==> src/hw/rtl/wrm_pkg.sv <==
// Shared constants, codes and types for the wildcard pattern matcher.
// Depends on nothing; every other file of the block imports it, apart from wrm_rsp_if.
`timescale 1ns / 1ps

package wrm_pkg;

    localparam int PATTERN_TOKENS = 16;
    localparam int CNT_W          = $clog2(PATTERN_TOKENS + 1);
    localparam int CFG_W          = 5;
    localparam int MODE_W         = 2;
    localparam int IDX_W          = 4;
    localparam int CHAR_W         = 8;

    localparam logic [MODE_W-1:0] MODE_LOAD  = 2'd0;
    localparam logic [MODE_W-1:0] MODE_TEXT  = 2'd1;
    localparam logic [MODE_W-1:0] MODE_EMPTY = 2'd2;
    localparam logic [MODE_W-1:0] MODE_NONE  = 2'd3;

    // Signals passed from one cell to the next along the chain.
    typedef struct packed {
        logic start;
        logic adv;
        logic clos;
    } wrm_link_t;

endpackage

==> src/hw/rtl/wrm_req_if.sv <==
// Request channel of the matcher: valid/ready handshake and the request fields.
// Depends on wrm_pkg for the field widths.
`timescale 1ns / 1ps

interface wrm_req_if
    import wrm_pkg::*;
();
    logic              valid;
    logic              ready;
    logic [MODE_W-1:0] mode;
    logic [IDX_W-1:0]  token_index;
    logic [CHAR_W-1:0] token_char;
    logic              token_any;
    logic              token_star;
    logic [CHAR_W-1:0] text_char;
    logic              text_last;

    modport source (
        output valid, mode, token_index, token_char, token_any, token_star,
               text_char, text_last,
        input  ready
    );

    modport sink (
        input  valid, mode, token_index, token_char, token_any, token_star,
               text_char, text_last,
        output ready
    );
endinterface

==> src/hw/rtl/wrm_rsp_if.sv <==
// Response channel of the matcher: valid/ready handshake and the match flag.
// Depends on nothing beyond the wrm_pkg compile order.
`timescale 1ns / 1ps

interface wrm_rsp_if;
    logic valid;
    logic ready;
    logic matched;

    modport source (
        output valid, matched,
        input  ready
    );

    modport sink (
        input  valid, matched,
        output ready
    );
endinterface

==> src/hw/rtl/wrm_cell.sv <==
// One pattern position of the matcher chain: holds a token and its active bit.
// Depends on wrm_pkg for widths and the link type.
`timescale 1ns / 1ps

module wrm_cell
    import wrm_pkg::*;
(
    input  logic              clk,
    input  logic              rst_n,
    input  logic              load_en,
    input  logic [CHAR_W-1:0] token_char,
    input  logic              token_any,
    input  logic              token_star,
    input  logic              en,
    input  logic              in_string,
    input  logic              step_en,
    input  logic [CHAR_W-1:0] text_char,
    input  wrm_link_t         link_in,
    output wrm_link_t         link_out,
    output logic              fin
);

    logic [CHAR_W-1:0] char_reg;
    logic              any_reg;
    logic              star_reg;
    logic              act_reg;
    logic              act_next;
    logic              cur;
    logic              hit;
    logic              raw;

    always_ff @(posedge clk)
    begin
        if (load_en)
        begin
            char_reg <= token_char;
            any_reg  <= token_any;
            star_reg <= token_star;
        end
    end

    always_comb
    begin
        cur            = in_string ? act_reg : link_in.start;
        hit            = en && cur && (any_reg || (char_reg == text_char));
        raw            = (hit && star_reg) || link_in.adv;
        fin            = raw || link_in.clos;
        link_out.start = link_in.start && star_reg && en;
        link_out.adv   = hit && !star_reg;
        link_out.clos  = fin && star_reg && en;
        act_next       = step_en ? fin : act_reg;
    end

    always_ff @(posedge clk or negedge rst_n)
    begin
        if (!rst_n)
        begin
            act_reg <= 1'b0;
        end
        else
        begin
            act_reg <= act_next;
        end
    end

endmodule

==> src/hw/rtl/wildcard_regex_matcher_unit.sv <==
// Top level of the wildcard pattern matcher: token store, cell chain, result register.
// Depends on wrm_pkg, wrm_req_if, wrm_rsp_if and wrm_cell.
`timescale 1ns / 1ps

// The matcher checks whole texts against a pattern of literal bytes, '.' and '*'.
// Requests on req load one pattern token, carry one text byte, or ask whether
// the empty text matches. The register written through cfg_wr_en/cfg_wr_data
// sets how many tokens are in use; the user must write it only while the block is
// idle, which the block itself does not enforce. Each pattern position is one cell
// of a chain; a text byte updates every cell in the cycle it is accepted, so one
// request is taken in every cycle while req.ready is high. A response on rsp carries
// the match flag and appears in the cycle after the request that ends a text or asks
// for the empty text; other requests give none. The response register frees in the
// cycle it is taken, so a stalled receiver holds req.ready low only while a response
// is waiting and not being taken. Reset clears the active positions, the token
// count and any text in progress; the pattern tokens stay undefined until loaded.
module wildcard_regex_matcher_unit
    import wrm_pkg::*;
(
    input  logic             clk,
    input  logic             rst_n,
    wrm_req_if.sink          req,
    wrm_rsp_if.source        rsp,
    input  logic             cfg_wr_en,
    input  logic [CFG_W-1:0] cfg_wr_data
);

    logic [CNT_W-1:0]        cnt_reg;
    logic [CNT_W-1:0]        cnt_next;
    logic                    in_string_reg;
    logic                    in_string_next;
    logic                    rsp_valid_reg;
    logic                    rsp_valid_next;
    logic                    rsp_matched_reg;
    logic                    rsp_matched_next;
    logic                    accept;
    logic                    step_en;
    logic [PATTERN_TOKENS:0] start_vec;
    logic [PATTERN_TOKENS:0] fin_vec;
    wrm_link_t               link [PATTERN_TOKENS+1];

    assign req.ready   = !rsp_valid_reg || rsp.ready;
    assign accept      = req.valid && req.ready;
    assign step_en     = accept && (req.mode == MODE_TEXT);
    assign rsp.valid   = rsp_valid_reg;
    assign rsp.matched = rsp_matched_reg;

    assign link[0] = '{start: 1'b1, adv: 1'b0, clos: 1'b0};

    for (genvar j = 0; j < PATTERN_TOKENS; j++)
    begin : g_cell
        logic load_en;
        logic en;

        assign load_en      = accept && (req.mode == MODE_LOAD) && (int'(req.token_index) == j);
        assign en           = int'(cnt_reg) > j;
        assign start_vec[j] = link[j].start;

        wrm_cell u_cell (
            .clk        (clk),
            .rst_n      (rst_n),
            .load_en    (load_en),
            .token_char (req.token_char),
            .token_any  (req.token_any),
            .token_star (req.token_star),
            .en         (en),
            .in_string  (in_string_reg),
            .step_en    (step_en),
            .text_char  (req.text_char),
            .link_in    (link[j]),
            .link_out   (link[j+1]),
            .fin        (fin_vec[j])
        );
    end

    assign start_vec[PATTERN_TOKENS] = link[PATTERN_TOKENS].start;
    assign fin_vec[PATTERN_TOKENS]   = link[PATTERN_TOKENS].adv || link[PATTERN_TOKENS].clos;

    always_comb
    begin
        cnt_next         = cnt_reg;
        in_string_next   = in_string_reg;
        rsp_valid_next   = rsp_valid_reg && !rsp.ready;
        rsp_matched_next = rsp_matched_reg;
        if (cfg_wr_en)
        begin
            if (int'(cfg_wr_data) > PATTERN_TOKENS)
            begin
                cnt_next = CNT_W'(PATTERN_TOKENS);
            end
            else
            begin
                cnt_next = CNT_W'(cfg_wr_data);
            end
            in_string_next = 1'b0;
        end
        if (accept)
        begin
            unique case (req.mode)
                MODE_LOAD:
                begin
                    in_string_next = 1'b0;
                end
                MODE_TEXT:
                begin
                    in_string_next = !req.text_last;
                    if (req.text_last)
                    begin
                        rsp_valid_next   = 1'b1;
                        rsp_matched_next = fin_vec[cnt_reg];
                    end
                end
                MODE_EMPTY:
                begin
                    in_string_next   = 1'b0;
                    rsp_valid_next   = 1'b1;
                    rsp_matched_next = start_vec[cnt_reg];
                end
                MODE_NONE:
                begin
                    in_string_next = in_string_reg;
                end
                default:
                begin
                    in_string_next = in_string_reg;
                end
            endcase
        end
    end

    always_ff @(posedge clk or negedge rst_n)
    begin
        if (!rst_n)
        begin
            cnt_reg       <= '0;
            in_string_reg <= 1'b0;
            rsp_valid_reg <= 1'b0;
        end
        else
        begin
            cnt_reg       <= cnt_next;
            in_string_reg <= in_string_next;
            rsp_valid_reg <= rsp_valid_next;
        end
    end

    always_ff @(posedge clk)
    begin
        rsp_matched_reg <= rsp_matched_next;
    end

`ifndef SYNTHESIS
    a_last_gives_rsp : assert property (@(posedge clk) disable iff (!rst_n)
        req.valid && req.ready && (req.mode == MODE_TEXT) && req.text_last |=> rsp.valid)
        else $error("text end did not produce a response");

    a_cfg_ends_text : assert property (@(posedge clk) disable iff (!rst_n)
        cfg_wr_en |=> !in_string_reg)
        else $error("configuration write left a text in progress");

    a_cnt_range : assert property (@(posedge clk) disable iff (!rst_n)
        int'(cnt_reg) <= PATTERN_TOKENS)
        else $error("token count beyond the pattern length");
`endif

endmodule

==> src/flat_wrapper.sv <==
// flat-port wrapper written by rule: the top's interface ports become plain ports
module wildcard_regex_matcher_unit_flat import wrm_pkg::*;
  (clk, rst_n, cfg_wr_en, cfg_wr_data, req_valid, req_mode, req_token_index, req_token_char, req_token_any, req_token_star, req_text_char, req_text_last, req_ready, rsp_valid, rsp_matched, rsp_ready);
  wrm_req_if req_i ();
  wrm_rsp_if rsp_i ();
  input  logic clk;
  input  logic rst_n;
  input  logic cfg_wr_en;
  input  logic [CFG_W-1:0] cfg_wr_data;
  input wire logic [$bits(req_i.valid)-1:0] req_valid;
  input wire logic [$bits(req_i.mode)-1:0] req_mode;
  input wire logic [$bits(req_i.token_index)-1:0] req_token_index;
  input wire logic [$bits(req_i.token_char)-1:0] req_token_char;
  input wire logic [$bits(req_i.token_any)-1:0] req_token_any;
  input wire logic [$bits(req_i.token_star)-1:0] req_token_star;
  input wire logic [$bits(req_i.text_char)-1:0] req_text_char;
  input wire logic [$bits(req_i.text_last)-1:0] req_text_last;
  output wire logic [$bits(req_i.ready)-1:0] req_ready;
  output wire logic [$bits(rsp_i.valid)-1:0] rsp_valid;
  output wire logic [$bits(rsp_i.matched)-1:0] rsp_matched;
  input wire logic [$bits(rsp_i.ready)-1:0] rsp_ready;
  assign req_i.valid = req_valid;
  assign req_i.mode = req_mode;
  assign req_i.token_index = req_token_index;
  assign req_i.token_char = req_token_char;
  assign req_i.token_any = req_token_any;
  assign req_i.token_star = req_token_star;
  assign req_i.text_char = req_text_char;
  assign req_i.text_last = req_text_last;
  assign req_ready = req_i.ready;
  assign rsp_valid = rsp_i.valid;
  assign rsp_matched = rsp_i.matched;
  assign rsp_i.ready = rsp_ready;
  wildcard_regex_matcher_unit u_core (.clk(clk), .rst_n(rst_n), .req(req_i), .rsp(rsp_i), .cfg_wr_en(cfg_wr_en), .cfg_wr_data(cfg_wr_data));
endmodule
==> config.mk <==
export PLATFORM = sky130hd
export DESIGN_NAME = wildcard_regex_matcher_unit_flat
export DESIGN_NICKNAME = d
export VERILOG_FILES = /design/src/hw/rtl/wrm_pkg.sv /design/src/hw/rtl/wrm_req_if.sv /design/src/hw/rtl/wrm_rsp_if.sv /design/src/hw/rtl/wrm_cell.sv /design/src/hw/rtl/wildcard_regex_matcher_unit.sv /design/src/flat_wrapper.sv
export SDC_FILE = /design/constraint.sdc
export NUM_CORES = 1
export LEC_CHECK = 0
export BUFFER_PORTS_ARGS = -buffer_cell sky130_fd_sc_hd__buf_2
export CELL_PAD_IN_SITES_DETAIL_PLACEMENT = 0
export CELL_PAD_IN_SITES_GLOBAL_PLACEMENT = 2
export CORE_MARGIN = 2
export CORE_UTILIZATION = 35
export DETAILED_ROUTE_END_ITERATION = 10
export PLACE_DENSITY = 0.7
export SYNTH_ARGS = -nofsm -noshare
export SYNTH_HDL_FRONTEND = slang
export SYNTH_SLANG_ARGS = --single-unit
==> constraint.sdc <==
create_clock -name clk -period 3.8 [get_ports clk]
set_input_delay 0.95 -clock clk [delete_from_list [all_inputs] [get_ports clk]]
set_output_delay 0.95 -clock clk [all_outputs]
set_load 0.005 [all_outputs]
==> metrics.yaml <==
status: "finished clean"
hold_path_class: "flip-flop to flip-flop"
grt-ovfl-total: 0
synth_common_cells: "edfxtp_1, xor2_1, nor2_1"
synthCells: 736
drtIter0Drc: 434
die_w_um: 165
fmax_mhz: 282
die_area_um2: 27400
vdd_drop_max_mv: 0.278
drtAntennaViolNets: 0
synth_area_leaders: "edfxtp_1, xor2_1, dfrtp_1"
ys_seq_elements: 184
max_slew.worst_pin.slew_ns: 0.920
yosys_warnings: 0
clockBufferDepth: 2
cts_tree: "built"
h-tree-depth: 4
synth_top_flop_cell: "edfxtp_1"
skew_ns: 0.0125
clk_pin_slew_worst_paths_ns: 0.08
fin_crit_sh_pct: 93.3
period_needed_ns: 3.55
track_usage_pct: 18.7
path_buf_inv: 1
critPathMaxFanout: 12
rows: 59
worstPathCellList: "buf_4 -> o31ai_2 -> a21bo_2 -> nor2_1 -> a32o_1 -> and3_1 -> or2_1 -> a311oi_2 -> or3_1 -> a21oi_1 -> o311ai_2 -> o311ai_1"
post-cts-setup-buffers: 0
ys_seq_area_share_pct: 59.3
insertion_delay_ns: 0.43
drive_gt1_share_pct: 20.4
avgSynthCellArea_um2: 12.4
place_area_um2: 10200
antenna_found_initial: 0
wire_per_inst_um: 20.8
end_kind: "flip-flop"
cts_hold_buf: 0
layout.nets: 875
p_total_mw: 4.51
drc: 0
diodes: 0
yosysTopAreaCell: "edfxtp_1"
slowest_delay_ns: 0.55
gp_routability_congestion: 0.844
grt_max_degree: 24
via_per_inst: 5.30
syn_area_um2: 9130
setup_viol: 0
fp.coreArea_um2: 25800
critPathLaunchType: "flip-flop"
grt_pass1_wl_um: 37700
max-cap-violations: 0
vias: 6266
port-buffer-count: 37
io_pins: 38
design_area_um2: 10800
synth_top_area_share_pct: 53.0
wirelength_um: 24600
critical_path.slowest_cell: "dfrtp_1"
critPathArrivalTime_ns: 3.72
hold_violations: 0
synth.net_count: 775
yosysUniqueCellTypes: 78
max_slew_margin_pct: 38.5
cts_resized: 0
grt_setup_unrepaired: "false"
cts_sinks: 184
path_delay_family: "compound AO/OA/AOI/OAI gates"
powerDensity_nw_per_um2: 418
synth_edf_count: 161
firstDrtPassIters: 7
initial_core_util_pct: 35.3
largest_reg_flops: 128
area_growth_pct: 18.2
dp_hpwl_um: 17400
synthArstFlopShare_pct: 12.5
yosysMostFrequentCell: "edfxtp_1"
leakagePower_nw: 3.89
hold_slack_ns: 0.488
clock-root-buffer: "clkbuf_16"
die_h_um: 165
required_ns: 3.97
cts_buffers: 17
drv_slew: 0
grt_pass1_vias: 6355
critPathKind: "flip-flop to flip-flop"
==> cells by family after synthesis <==
| logic type | synth area share [%] |
|---|---|
| AOI/OAI and AO/OA | 12.1 |
| and+or+nand+nor | 11.9 |
| muxes | 1.06 |
| xor gates and xnor gates | 12.3 |
| buffers and inverters | 2.86 |
| adders and majority gates | 0.548 |
| DFF | 59.3 |
==> worst min-delay path: cells and delay by family, from the launching register on <==
kind	cells	cell delay, ns
DFF	1	0.35
AOI/OAI and AO/OA	1	0.06
and+or+nand+nor	1	0.05
==> final cells by class <==
| type | instances | area (um2) |
|---|---|---|
| Clock buffer | 17 | 425 |
| Clock inverter | 14 | 184 |
| Fill cell | 2439 | 15000 |
| Inverter | 10 | 37.5 |
| Multi-Input combinational cell | 506 | 3460 |
| Sequential cell | 184 | 5410 |
| Tap cell | 335 | 419 |
| Timing Repair Buffer | 117 | 861 |
==> stage by stage <==
step / setup slack (ns) / instances / setup TNS (ns) / utilization (%)
2_1_floorplan: 0.305 / 736 / 0 / -
3_3_place_gp: -0.0544 / 1152 / -0.0544 / 39.4
3_5_place_dp: -0.0917 / 1152 / -0.0917 / 39.4
4_1_cts: 0.330 / 1183 / 0 / 41.8
5_1_grt: 0.101 / 1183 / 0 / 41.8
6_report: 0.253 / 1183 / 0 / 41.8
==> per-layer routing <==
metal	vias to the layer above	part of all wire (%)	GRT usage (%)
met5	-	0	0
met2	175	49	31.5
met3	22	3.6	3.05
met4	0	1.2	4.00
met1	3123	46	25.6
li1	2946	-	-
==> path summary, 6_finish.rpt <==
kind / start / cells past startpoint / to / slack [ns]
worst max-delay path: u_core.cnt_reg[2] / 12 / u_core.rsp.matched / 0.25
worst min-delay path: u_core.g_cell[2].u_cell.act_reg / 2 / u_core.g_cell[2].u_cell.act_reg / 0.49
worst max register to register: u_core.cnt_reg[2] / 12 / u_core.rsp.matched / 0.25
worst min register to register: u_core.g_cell[2].u_cell.act_reg / 2 / u_core.g_cell[2].u_cell.act_reg / 0.49
max in group asynchronous: rst_n / 1 / u_core.g_cell[14].u_cell.act_reg / 2.84
min in group asynchronous: rst_n / 1 / u_core.g_cell[8].u_cell.act_reg / 0.54
==> cells in the final DEF, fill, tap and decap left out, types with 23 or more instances in the layout <==
master / instances
edfxtp_1: 161
xor2_1: 104
buf_4: 74
nor2_1: 59
nand2_1: 51
buf_2: 37
a21oi_1: 31
o21ai_0: 30
nor4_1: 28
xnor2_1: 24
dfrtp_1: 23
==> where the power goes <==
group / total [mW] / switching, mW / internal, mW
sequential: 2.26 / 0.0280 / 2.23
clock: 1.81 / 0.862 / 0.949
combinational: 0.448 / 0.278 / 0.170
No activity file was read; power rests on OpenSTA's default activity.
